File: config.mk
export PLATFORM = sky130hd
export DESIGN_NAME = base_n_digit_counter
export DESIGN_NICKNAME = d
export VERILOG_FILES = /design/src/rtl/bndc_pkg.sv /design/src/rtl/bndc_ctrl.sv /design/src/rtl/bndc_dpath.sv /design/src/rtl/base_n_digit_counter.sv
export VERILOG_INCLUDE_DIRS = /design/src /design/src/rtl
export SDC_FILE = /design/constraint.sdc
export NUM_CORES = 1
export LEC_CHECK = 0
export ABC_AREA = 1
export ABC_CLOCK_PERIOD_IN_PS = 33100
export BUFFER_PORTS_ARGS = -buffer_cell sky130_fd_sc_hd__clkbuf_2
export CAP_MARGIN = 20
export CORE_MARGIN = 10
export CORE_UTILIZATION = 55
export DETAILED_ROUTE_END_ITERATION = 10
export PLACE_DENSITY_LB_ADDON = 0.25
export SYNTH_ARGS = -nofsm -noshare
export SYNTH_HDL_FRONTEND = slang
export SYNTH_SLANG_ARGS = --single-unit
File: constraint.sdc
create_clock -name clock -period 33.1 [get_ports clock]
set_input_delay 3.31 -clock clock [delete_from_list [all_inputs] [get_ports clock]]
set_output_delay 3.31 -clock clock [all_outputs]
set_load 0.005 [all_outputs]
File: src/rtl/base_n_digit_counter_assert.svh
// assertion macros for the base-n digit counter
// used by the top level only, no other dependencies
`ifndef BASE_N_DIGIT_COUNTER_ASSERT_SVH
`define BASE_N_DIGIT_COUNTER_ASSERT_SVH

// same-cycle implication
`define BNDC_ASSERT_NOW(lbl, clk, rst, ante, cons, msg) \
   lbl: assert property (@(posedge clk) disable iff (rst) (ante) |-> (cons)) \
      else $error(msg);

// next-cycle implication
`define BNDC_ASSERT_NEXT(lbl, clk, rst, ante, cons, msg) \
   lbl: assert property (@(posedge clk) disable iff (rst) (ante) |=> (cons)) \
      else $error(msg);

`endif

File: src/rtl/bndc_pkg.sv
// shared types and constants of the base-n digit counter
// no dependencies
package bndc_pkg;

   localparam int MAX_DIGITS  = 16;
   localparam int DIGIT_BITS  = 4;
   localparam int DIGIT_IDX_W = $clog2(MAX_DIGITS);
   localparam int NUM_W       = DIGIT_BITS + 1;
   localparam int CFG_W       = 5;
   localparam int CNT_W       = 5;
   localparam int CSR_IDX_W   = 1;
   localparam int WORD_W      = MAX_DIGITS * DIGIT_BITS;
   localparam int LOAD_W      = 31;
   localparam int WORK_W      = 32;
   localparam int DIV_STEPS   = 8;
   localparam int DIV_PASSES  = WORK_W / DIV_STEPS;
   localparam int PASS_W      = $clog2(DIV_PASSES);
   localparam int RADIX_MIN   = 2;
   localparam int RADIX_MAX   = 1 << DIGIT_BITS;
   localparam int RADIX_RESET = 2;
   localparam int COUNT_RESET = 8;

   typedef enum logic [1:0] {
      ST_OK   = 2'd0,
      ST_BAD  = 2'd1,
      ST_WRAP = 2'd2,
      ST_BIG  = 2'd3
   } status_type;

   typedef enum logic {
      OP_LOAD = 1'b0,
      OP_STEP = 1'b1
   } op_type;

   typedef enum logic [CSR_IDX_W-1:0] {
      CSR_RADIX  = 1'b0,
      CSR_DIGITS = 1'b1
   } csr_index_type;

   typedef enum logic [2:0] {
      S_IDLE,
      S_LOAD,
      S_STEP_INIT,
      S_STEP_CARRY,
      S_FINISH
   } ctrl_state_type;

   typedef struct packed {
      logic capture;
      logic div_run;
      logic step_begin;
      logic carry_run;
      logic publish;
   } cmd_type;

   typedef struct packed {
      logic div_last;
      logic bad;
      logic carry_stop;
   } sts_type;

endpackage

File: src/rtl/bndc_ctrl.sv
// controller state machine of the base-n digit counter
// depends on bndc_pkg
module bndc_ctrl import bndc_pkg::*; (
   input  logic    clock,
   input  logic    reset,
   input  logic    start,
   input  logic    req_op,
   input  sts_type sts,
   output cmd_type cmd,
   output logic    busy,
   output logic    rsp_valid
);

   ctrl_state_type state_ff, state_in;
   logic           rsp_valid_ff, rsp_valid_in;

   always_ff @(posedge clock) begin
      if (reset) begin
         state_ff     <= S_IDLE;
         rsp_valid_ff <= 1'b0;
      end else begin
         state_ff     <= state_in;
         rsp_valid_ff <= rsp_valid_in;
      end
   end

   always_comb begin
      state_in     = state_ff;
      cmd          = '0;
      rsp_valid_in = 1'b0;
      case (state_ff)
         S_IDLE: begin
            if (start) begin
               cmd.capture = 1'b1;
               state_in    = (req_op == OP_STEP) ? S_STEP_INIT : S_LOAD;
            end
         end
         S_LOAD: begin
            cmd.div_run = 1'b1;
            if (sts.div_last) state_in = S_FINISH;
         end
         S_STEP_INIT: begin
            cmd.step_begin = 1'b1;
            state_in       = sts.bad ? S_FINISH : S_STEP_CARRY;
         end
         S_STEP_CARRY: begin
            cmd.carry_run = 1'b1;
            if (sts.carry_stop) state_in = S_FINISH;
         end
         S_FINISH: begin
            cmd.publish  = 1'b1;
            rsp_valid_in = 1'b1;
            state_in     = S_IDLE;
         end
         default: begin
            state_in = S_IDLE;
         end
      endcase
   end

   assign busy      = (state_ff != S_IDLE);
   assign rsp_valid = rsp_valid_ff;

endmodule

File: src/rtl/bndc_dpath.sv
// datapath of the base-n digit counter: config registers, digit store,
// radix divider (eight quotient bits a cycle), carry ripple and result registers
// depends on bndc_pkg
module bndc_dpath import bndc_pkg::*; (
   input  logic                   clock,
   input  logic                   reset,
   input  cmd_type                cmd,
   output sts_type                sts,
   input  logic [LOAD_W-1:0]      req_load_value,
   input  logic [DIGIT_IDX_W-1:0] req_position,
   input  logic                   req_use_last_position,
   input  logic                   req_just_increment,
   input  logic [NUM_W-1:0]       req_new_digit,
   input  logic                   csr_write_enable,
   input  logic [CSR_IDX_W-1:0]   csr_index,
   input  logic [CFG_W-1:0]       csr_write_data,
   output logic [1:0]             rsp_status,
   output logic [WORD_W-1:0]      rsp_digit_word
);

   logic [CFG_W-1:0]       radix_ff, radix_in;
   logic [CFG_W-1:0]       count_ff, count_in;
   logic [DIGIT_BITS-1:0]  digits_ff [MAX_DIGITS];
   logic [DIGIT_BITS-1:0]  digits_in [MAX_DIGITS];
   logic [WORK_W-1:0]      work_ff, work_in;
   logic [NUM_W-1:0]       rem_ff, rem_in;
   logic [PASS_W-1:0]      pass_ff, pass_in;
   logic [DIGIT_IDX_W-1:0] idx_ff, idx_in;
   logic [DIGIT_IDX_W-1:0] pos_ff, pos_in;
   logic                   inc_ff, inc_in;
   logic [NUM_W-1:0]       nd_ff, nd_in;
   logic [NUM_W-1:0]       v_ff, v_in;
   status_type             status_ff, status_in;
   status_type             rsp_status_ff, rsp_status_in;
   logic [WORD_W-1:0]      rsp_word_ff, rsp_word_in;

   logic [NUM_W-1:0]       r_eff;
   logic [CNT_W-1:0]       n_eff;
   logic [DIGIT_IDX_W-1:0] last_pos;
   logic [NUM_W-1:0]       div_rem;
   logic [WORK_W-1:0]      div_work;
   logic                   pass_last;
   logic [DIGIT_IDX_W-1:0] rd_addr;
   logic [DIGIT_BITS-1:0]  rd_digit;
   logic                   v_lt;
   logic [WORD_W-1:0]      pack_word;

   // clamp config to legal range
   always_comb begin
      if (radix_ff < NUM_W'(RADIX_MIN)) r_eff = NUM_W'(RADIX_MIN);
      else if (radix_ff > NUM_W'(RADIX_MAX)) r_eff = NUM_W'(RADIX_MAX);
      else r_eff = radix_ff;
      if (count_ff == '0) n_eff = CNT_W'(1);
      else if (count_ff > CNT_W'(MAX_DIGITS)) n_eff = CNT_W'(MAX_DIGITS);
      else n_eff = count_ff;
   end

   assign last_pos = DIGIT_IDX_W'(n_eff - CNT_W'(1));

   // restoring division, msb first, remainder stays below radix
   always_comb begin
      div_rem  = rem_ff;
      div_work = work_ff;
      for (int k = 0; k < DIV_STEPS; k++) begin
         div_rem  = {div_rem[NUM_W-2:0], div_work[WORK_W-1]};
         div_work = {div_work[WORK_W-2:0], 1'b0};
         if (div_rem >= r_eff) begin
            div_rem     = div_rem - r_eff;
            div_work[0] = 1'b1;
         end
      end
   end

   assign pass_last = (pass_ff == PASS_W'(DIV_PASSES - 1));
   assign rd_addr   = cmd.carry_run ? (pos_ff - DIGIT_IDX_W'(1)) : pos_ff;
   assign rd_digit  = digits_ff[rd_addr];
   assign v_lt      = (v_ff < r_eff);

   assign sts.div_last   = pass_last && (idx_ff == '0);
   assign sts.bad        = ({1'b0, pos_ff} >= n_eff) || (!inc_ff && (nd_ff > r_eff));
   assign sts.carry_stop = v_lt || (pos_ff == '0);

   always_comb begin
      pack_word = '0;
      for (int p = 0; p < MAX_DIGITS; p++) begin
         if (CNT_W'(p) < n_eff) pack_word[p*DIGIT_BITS +: DIGIT_BITS] = digits_ff[p];
      end
   end

   always_comb begin
      radix_in      = radix_ff;
      count_in      = count_ff;
      digits_in     = digits_ff;
      work_in       = work_ff;
      rem_in        = rem_ff;
      pass_in       = pass_ff;
      idx_in        = idx_ff;
      pos_in        = pos_ff;
      inc_in        = inc_ff;
      nd_in         = nd_ff;
      v_in          = v_ff;
      status_in     = status_ff;
      rsp_status_in = rsp_status_ff;
      rsp_word_in   = rsp_word_ff;

      if (csr_write_enable) begin
         case (csr_index)
            CSR_RADIX:  radix_in = csr_write_data;
            CSR_DIGITS: count_in = csr_write_data;
            default: ;
         endcase
      end

      if (cmd.capture) begin
         work_in   = WORK_W'(req_load_value);
         rem_in    = '0;
         pass_in   = '0;
         idx_in    = last_pos;
         pos_in    = req_use_last_position ? last_pos : req_position;
         inc_in    = req_just_increment;
         nd_in     = req_new_digit;
         status_in = ST_OK;
      end

      if (cmd.div_run) begin
         work_in = div_work;
         rem_in  = div_rem;
         pass_in = pass_ff + PASS_W'(1);
         if (pass_last) begin
            digits_in[idx_ff] = div_rem[DIGIT_BITS-1:0];
            rem_in            = '0;
            idx_in            = idx_ff - DIGIT_IDX_W'(1);
            if (idx_ff == '0) status_in = (div_work != '0) ? ST_BIG : ST_OK;
         end
      end

      if (cmd.step_begin) begin
         if (sts.bad) begin
            status_in = ST_BAD;
         end else begin
            for (int p = 0; p < MAX_DIGITS; p++) begin
               if ((CNT_W'(p) > {1'b0, pos_ff}) && (CNT_W'(p) < n_eff)) digits_in[p] = '0;
            end
            v_in = inc_ff ? (NUM_W'(rd_digit) + NUM_W'(1)) : nd_ff;
         end
      end

      if (cmd.carry_run) begin
         if (v_lt) begin
            digits_in[pos_ff] = v_ff[DIGIT_BITS-1:0];
            status_in         = ST_OK;
         end else if (pos_ff == '0) begin
            for (int p = 0; p < MAX_DIGITS; p++) begin
               if (CNT_W'(p) < n_eff) digits_in[p] = '0;
            end
            status_in = ST_WRAP;
         end else begin
            digits_in[pos_ff] = '0;
            pos_in            = pos_ff - DIGIT_IDX_W'(1);
            v_in              = NUM_W'(rd_digit) + NUM_W'(1);
         end
      end

      if (cmd.publish) begin
         rsp_status_in = status_ff;
         rsp_word_in   = pack_word;
      end
   end

   always_ff @(posedge clock) begin
      if (reset) begin
         radix_ff <= CFG_W'(RADIX_RESET);
         count_ff <= CFG_W'(COUNT_RESET);
         for (int p = 0; p < MAX_DIGITS; p++) digits_ff[p] <= '0;
      end else begin
         radix_ff  <= radix_in;
         count_ff  <= count_in;
         digits_ff <= digits_in;
      end
   end

   always_ff @(posedge clock) begin
      work_ff       <= work_in;
      rem_ff        <= rem_in;
      pass_ff       <= pass_in;
      idx_ff        <= idx_in;
      pos_ff        <= pos_in;
      inc_ff        <= inc_in;
      nd_ff         <= nd_in;
      v_ff          <= v_in;
      status_ff     <= status_in;
      rsp_status_ff <= rsp_status_in;
      rsp_word_ff   <= rsp_word_in;
   end

   assign rsp_status     = rsp_status_ff;
   assign rsp_digit_word = rsp_word_ff;

endmodule

File: src/rtl/base_n_digit_counter.sv
// top level of the base-n digit counter (odometer)
// depends on bndc_pkg, bndc_ctrl, bndc_dpath, base_n_digit_counter_assert.svh
//
//  channel   handshake             payload
//  req       start, busy           req_op, req_load_value, req_position,
//                                  req_use_last_position, req_just_increment,
//                                  req_new_digit
//  rsp       rsp_valid (strobe)    rsp_status, rsp_digit_word
//  csr       csr_write_enable      csr_index, csr_write_data
//
// a load converts the value digit by digit, from the last active position down: the
// shared radix divider yields eight quotient bits a cycle, four passes per digit
// a step ripples its carry from the chosen position toward digit 0
// the result strobe comes in the cycle busy drops; a new start is taken there
// reset clears config to radix 2, eight digits, and all digits to zero
`include "base_n_digit_counter_assert.svh"

module base_n_digit_counter import bndc_pkg::*; (
   input  logic                   clock,
   input  logic                   reset,
   input  logic                   start,
   output logic                   busy,
   input  logic                   req_op,
   input  logic [LOAD_W-1:0]      req_load_value,
   input  logic [DIGIT_IDX_W-1:0] req_position,
   input  logic                   req_use_last_position,
   input  logic                   req_just_increment,
   input  logic [NUM_W-1:0]       req_new_digit,
   output logic                   rsp_valid,
   output logic [1:0]             rsp_status,
   output logic [WORD_W-1:0]      rsp_digit_word,
   input  logic                   csr_write_enable,
   input  logic [CSR_IDX_W-1:0]   csr_index,
   input  logic [CFG_W-1:0]       csr_write_data
);

   cmd_type cmd;
   sts_type sts;

   bndc_ctrl u_ctrl (
      .clock     (clock),
      .reset     (reset),
      .start     (start),
      .req_op    (req_op),
      .sts       (sts),
      .cmd       (cmd),
      .busy      (busy),
      .rsp_valid (rsp_valid)
   );

   bndc_dpath u_dpath (
      .clock                 (clock),
      .reset                 (reset),
      .cmd                   (cmd),
      .sts                   (sts),
      .req_load_value        (req_load_value),
      .req_position          (req_position),
      .req_use_last_position (req_use_last_position),
      .req_just_increment    (req_just_increment),
      .req_new_digit         (req_new_digit),
      .csr_write_enable      (csr_write_enable),
      .csr_index             (csr_index),
      .csr_write_data        (csr_write_data),
      .rsp_status            (rsp_status),
      .rsp_digit_word        (rsp_digit_word)
   );

   `BNDC_ASSERT_NOW(a_rsp_idle, clock, reset, rsp_valid, !busy, "result while busy")
   `BNDC_ASSERT_NEXT(a_start_busy, clock, reset, start && !busy, busy, "transfer not taken")
   `BNDC_ASSERT_NEXT(a_rsp_single, clock, reset, rsp_valid, !rsp_valid, "result strobe repeated")
   `BNDC_ASSERT_NOW(a_done_rsp, clock, reset, $fell(busy) && !$past(reset), rsp_valid, "item ended without result")

endmodule
After elaboration in Yosys (flattened, before gate mapping)

Cells that the tools add are included.

Word-level logic and storage cells: 266
Memory bits (read-only): 0
Bits of input ports: 53
Flip-flop bits (word level): 203
Bits in writable memories: 0
Memories kept: 0
Bits in latches: 0

Reductions and logical operators: 32
Bitwise operators: 6
Magnitude comparators: 50
Mux-type cells: 111
$mul: 0
Shifts and indexed selects: 0
Div/mod/pow operators: 0
Add/subtract/negate cells: 13
Equal/unequal tests: 8

Operator list:

| operator           | number |
|---|---|
| $mux 64            | 5 |
| $mux 4             | 55 |
| $bwmux 64          | 2 |
| $mux 60            | 2 |
| $and 64x64->64     | 1 |
| $mux 32            | 2 |
| $not 64->64        | 1 |
| $mux 5             | 10 |
| $ge 5x5->1         | 8 |
| $lt 4x5->1 const A | 8 |
| $demux 4 s4        | 2 |
| $gt 4x4->1 const A | 8 |
| $reduce_bool 32->1 | 1 |
| $sub 4x4->4        | 8 |
| $mux 2             | 13 |
| $lt 3x5->1 const A | 4 |
| $logic_and 1x1->1  | 19 |
| $bmux 4 s4         | 1 |
| $gt 3x4->1 const A | 4 |
| $ge 5x5->1 const B | 3 |
| $not 4->5          | 3 |
| $mux 1             | 14 |
| $mux 3             | 4 |
| $pmux 3 s4         | 1 |
| other kinds (28)   | 41 |

Longest topological paths before layout

Word-level depth: 29
Mapped depth: 85
Gate-level depth less buffers: 85

Cells and area by module

A second synthesis with hierarchy kept.

Cells, all modules: 1738
Area, all modules: 12939.9 µm²

Modules (own cells, without submodules):

| module     | sequential area each (µm²) | cells an instance | area an instance (µm²) | times used |
|---|---|---|---|---|
| bndc_dpath | 5084.9                     | 1697              | 12672.2                | 1 |
| bndc_ctrl  | 80.1                       | 41                | 267.8                  | 1 |

Least setup slack after synthesis

Ideal clock, no wire load.

Path type: reg2reg
Start point: register u_dpath.radix_ff[4]
End point: register u_dpath.digits_ff[27] (netlist name)
Data required time: 32.967 ns
Library setup time: 0.133 ns
Cell stages (with the launch flop): 76
Path slack: 22.050 ns
Buffers on the path: 1
Clock period less this slack: 11.050 ns
Data arrival time: 10.918 ns
Cell sequence: dfxtp_1 > inv_1 > nand3_1 > nand2_1 > inv_1 > ha_1 > nand2_1 > o21ai_0 > nand2_1 > nand2_1 > a21oi_1 > inv_1 > nand2_1 > nand2_1 > ha_1 > a21oi_1 > o21ai_1 > nand2_1 > [... 40 more ...] > o21ai_1 > nand2_1 > nand3_1 > a21oi_2 > nand2_1 > o21ai_1 > ha_1 > a21oi_1 > o21ai_0 > nand2_1 > nand2_1 > a21oi_4 > inv_1 > nand3_1 > clkbuf_1 > nand3_1 > nand3b_1 > a21oi_1

Longest elaborated chain between the ends: 29
Elaborated cells on any way between the ends: 44
Those cells by class: 8 x add/sub; 12 x order compare; 21 x mux; 1 x bitwise; 2 x reduce/logical

Ends and longest elaborated chain:

| element                                                   | RTL line                           | source |
|---|---|---|
| from (decl)                                               | bndc_dpath.sv:21                   | `logic [CFG_W-1:0] radix_ff, radix_in;` |
| from (signal assigned)                                    | bndc_dpath.sv:172                  | `radix_ff <= CFG_W'(RADIX_RESET);` |
| from (signal assigned)                                    | bndc_dpath.sv:176                  | `radix_ff <= radix_in;` |
| $gt 5x5->1                                                | bndc_dpath.sv:51                   | `else if (radix_ff > NUM_W'(RADIX_MAX)) r_eff = NUM_W'(RADIX_MAX);` |
| $mux 5                                                    | bndc_dpath.sv:51                   |  |
| $mux 5 (*)                                                | bndc_dpath.sv:50                   | `if (radix_ff < NUM_W'(RADIX_MIN)) r_eff = NUM_W'(RADIX_MIN);` |
| $sub 4x4->4 or $ge 5x5->1 (tied branches)                 | bndc_dpath.sv:68, bndc_dpath.sv:67 |  |
| $mux 4                                                    | bndc_dpath.sv:67                   | `if (div_rem >= r_eff) begin` |
| $sub 4x4->4 or $ge 5x5->1 (tied branches)                 | bndc_dpath.sv:68, bndc_dpath.sv:67 |  |
| $mux 4                                                    | bndc_dpath.sv:67                   |  |
| $sub 4x4->4 or $ge 5x5->1 (tied branches)                 | bndc_dpath.sv:68, bndc_dpath.sv:67 |  |
| [... 13 more ...]                                         | n/a                                |  |
| $mux 64                                                   | bndc_dpath.sv:125                  | `if (cmd.div_run) begin` |
| $mux 4                                                    | bndc_dpath.sv:142                  | `if ((CNT_W'(p) > {1'b0, pos_ff}) && (CNT_W'(p) < n_eff)) digits_in[p] = '0;` |
| $mux 60                                                   | bndc_dpath.sv:138                  | `if (sts.bad) begin` |
| $mux 60                                                   | bndc_dpath.sv:137                  | `if (cmd.step_begin) begin` |
| $and 64x64->64 (no source line) or $mux 4 (tied branches) | n/a                                |  |
| $mux 64                                                   | bndc_dpath.sv:152                  | `end else if (pos_ff == '0) begin` |
| $mux 64                                                   | bndc_dpath.sv:149                  | `if (v_lt) begin` |
| $mux 64 (*)                                               | bndc_dpath.sv:148                  | `if (cmd.carry_run) begin` |
| to (signal assigned)                                      | bndc_dpath.sv:178                  | `digits_ff <= digits_in;` |
| to (decl)                                                 | bndc_dpath.sv:23                   | `logic [DIGIT_BITS-1:0] digits_ff [MAX_DIGITS];` |

Every way passes the cells marked *; elsewhere a longest branch is shown, timed or not.
A chain may end at the register's enable or synchronous reset.

Final worst setup path

Start point: register u_dpath.radix_ff[4]
End point: register u_dpath.digits_ff[12] (netlist name)

Longest elaborated chain between the ends: 29
Elaborated cells on any way between the ends: 44
Those cells by class: 8 x add/sub; 12 x order compare; 21 x mux; 1 x bitwise; 2 x reduce/logical

Ends and longest elaborated chain:

| element                                                   | RTL line |
|---|---|
| $gt 5x5->1                                                | bndc_dpath.sv:51 |
| $mux 5                                                    | bndc_dpath.sv:51 |
| $mux 5 (*)                                                | bndc_dpath.sv:50 |
| $sub 4x4->4 or $ge 5x5->1 (tied branches)                 | bndc_dpath.sv:68, bndc_dpath.sv:67 |
| $mux 4                                                    | bndc_dpath.sv:67 |
| $sub 4x4->4 or $ge 5x5->1 (tied branches)                 | bndc_dpath.sv:68, bndc_dpath.sv:67 |
| $mux 4                                                    | bndc_dpath.sv:67 |
| $sub 4x4->4 or $ge 5x5->1 (tied branches)                 | bndc_dpath.sv:68, bndc_dpath.sv:67 |
| [... 13 more ...]                                         | n/a |
| $mux 64                                                   | bndc_dpath.sv:125 |
| $mux 4                                                    | bndc_dpath.sv:142 |
| $mux 60                                                   | bndc_dpath.sv:138 |
| $mux 60                                                   | bndc_dpath.sv:137 |
| $and 64x64->64 (no source line) or $mux 4 (tied branches) | n/a |
| $mux 64                                                   | bndc_dpath.sv:152 |
| $mux 64                                                   | bndc_dpath.sv:149 |
| $mux 64 (*)                                               | bndc_dpath.sv:148 |

Marked as above.

==> out/results.ini <==
[sta]
fin_crit_ns=13.66
rsz0062_at_grt=no
worst_slack_ns=19.44
finalMaxSlewViolations=0
hold_violations=0
worst_hold_slack_ns=0.4530
relSlewSlack=0.3001
clock_skew_ns=0.01527
totalNegativeSetupSlack_ns=0
max_slew.worst_pin.slew_ns=1.047
setup_viol=0
fmax_mhz=73.20
finalCritPeriodShare=0.4127

[cts]
clk_pin_slew_ns=0.06
clock_sinks=203
cts_setup_buffers=0
cts_max_path_buffers=3
clkLatencyLatePin_ns=0.53
h-tree-depth=1
numCtsBuffers=23
cts_tree=yes
cts_hold_buf=0
ctsResizeCount=0
clockRootBuffer=clkbuf_16

[yosys]
yosysSeqAreaShare=0.4133
synth_seq_cells=203
synth_area_leader_cell=edfxtp_1
yosys-top-cells-area=edfxtp_1, dfxtp_1, nand2_1
synthFlopType=edfxtp_1
synth_area_um2=12500
syn_nets=1806
ys_top_cells_by_count=nand2_1, inv_1, nor2_1
postSynthCellCount=1680
yosys_warnings=0
synth_cell_types=49
synth_top_area_share=0.2643
async_reset_ff_frac=0
synth_edf_count=110
avgSynthCellArea_um2=7.438
synth.most_common_cell=nand2_1

[worst_setup_path]
cp_max_fo=15
slowest_delay_ns=0.51
required_ns=33.57
rrSetupSlack_ns=19.44
worst_setup_path_start_kind=register
criticalPathCategory=register to register
cp-end-kind=register
cp_slowest_cell=nand2_1
cp_common_cell=nand2_1
worstSetupStartpoint=u_dpath.radix_ff[4]
critPathArrivalTime_ns=14.13
crit-reg2reg-launch=u_dpath.radix_ff[4]

[routing]
post-route-drc-count=0
avgRoutedWirePerCell_um=18.83
vias=12080
firstDrtPassIters=7
drtIter0Drc=1496
final_antenna_net_count=0
vias_per_cell=5.781
wl_um=39340

[global_route]
first_global_vias=11270
grt_pass1_wl_um=60500
grt_overflow=0
grt_util_all_layers=0.2621
antenna_found_initial=0
grt_max_degree=59

[floorplan]
rows=55
die_y_um=170.7
die_w_um=170.7
start_util=0.5553
io_pins=121
core_area_um2=22500
dieArea_um2=29150

[outcome]
outcome=finished, final reports clean

[place]
place.gp.congestion=0.9719
hpwl_um=28150
dpl.cell_count=2046
dp_slack_ns=19.59
portBuffers=120

[worst_hold_path]
hp-start=u_dpath.status_ff[1]
min_path_type=register to register

[finish]
area_delta_synth_final_pct=13.20
fin_nets=1913
instances_no_fill=2089
drive_gt1_frac=0.1192
antennaDiodeCount=0

[run]
max_cap_viol_count=0

## worst max-delay path: cells and delay by family (launching register included)
family | cells | cell delay [ns]
buffers and inverters | 13 | 2.36
and+or+nand+nor | 38 | 4.10
adders and majority gates | 8 | 2.50
DFF | 1 | 0.32
AOI/OAI and AO/OA | 22 | 4.31
## cell families after synthesis
family	after synthesis	share of synthesized area
xor+xnor	17	0.01192
simple gates	768	0.2572
mux	1	0.0008011
buf+inv	270	0.08501
compound gates	348	0.1538
fa+ha+maj	73	0.07790
flops	203	0.4133
## cell usage in the layout, fill, tap and decap left out, drive strengths merged, types with 10 or more instances in the layout
master / Yosys / routed
o21ai: 162 / 162
nand3: 124 / 124
buf: 19 / 10
a21oi: 130 / 130
nor3: 14 / 14
edfxtp: 110 / 110
ha: 65 / 65
clkbuf: 29 / 155
inv: 220 / 222
xnor2: 13 / 13
dfxtp: 93 / 93
o211ai: 27 / 27
nor2: 168 / 168
nand2: 437 / 437
## metrics by stage
step                  util  cell area [um2]
global route        0.6286            14140
finish              0.6286            14140
global placement    0.5912            13300
detailed placement  0.5912            13300
CTS                 0.6281            14130
floorplan                -            12500
## registers in the layout, summed over array words and instances (netlist names), 3 cells and up
| name | cells |
|---|---|
| u_dpath.nd_ff | 5 |
| u_dpath.digits_ff | 64 |
| u_dpath.radix_ff | 5 |
| u_dpath.pos_ff | 4 |
| u_dpath.rsp_digit_word | 64 |
| u_dpath.count_ff | 5 |
| u_ctrl.state_ff | 3 |
| u_dpath.work_ff | 32 |
| u_dpath.rem_ff | 4 |
| u_dpath.idx_ff | 4 |
| u_dpath.v_ff | 5 |
## metal layers
metal | vias to the layer above | track usage | wire length [um]
li1 | 5792 | - | -
met1 | 5485 | 0.3527 | 16400
met2 | 697 | 0.3991 | 16660
met3 | 102 | 0.06452 | 4912
met4 | 0 | 0.09764 | 1369
met5 | - | 0 | 0
## final cells by class
cell class                 count  area (um2)
inverter                     222       833.3
multi-input combinational   1207        6281
tap                          285       356.6
clock buffer                  35       714.4
sequential                   203        5165
clock inverter                 7       115.1
timing repair buffer         130       679.4
fill                        1963        8358
## worst paths after layout
kind / endpoint / depth (start not counted)
worst min register to register: u_dpath.rsp_status[1] / 0
worst min-delay path: u_dpath.rsp_status[1] / 0
worst max register to register: u_dpath.digits_ff[12] / 81
worst max-delay path: u_dpath.digits_ff[12] / 81
Power is left out: the tool's default activity adds up to more than one toggle a clock period on the data nets, which glitch-free logic cannot reach.
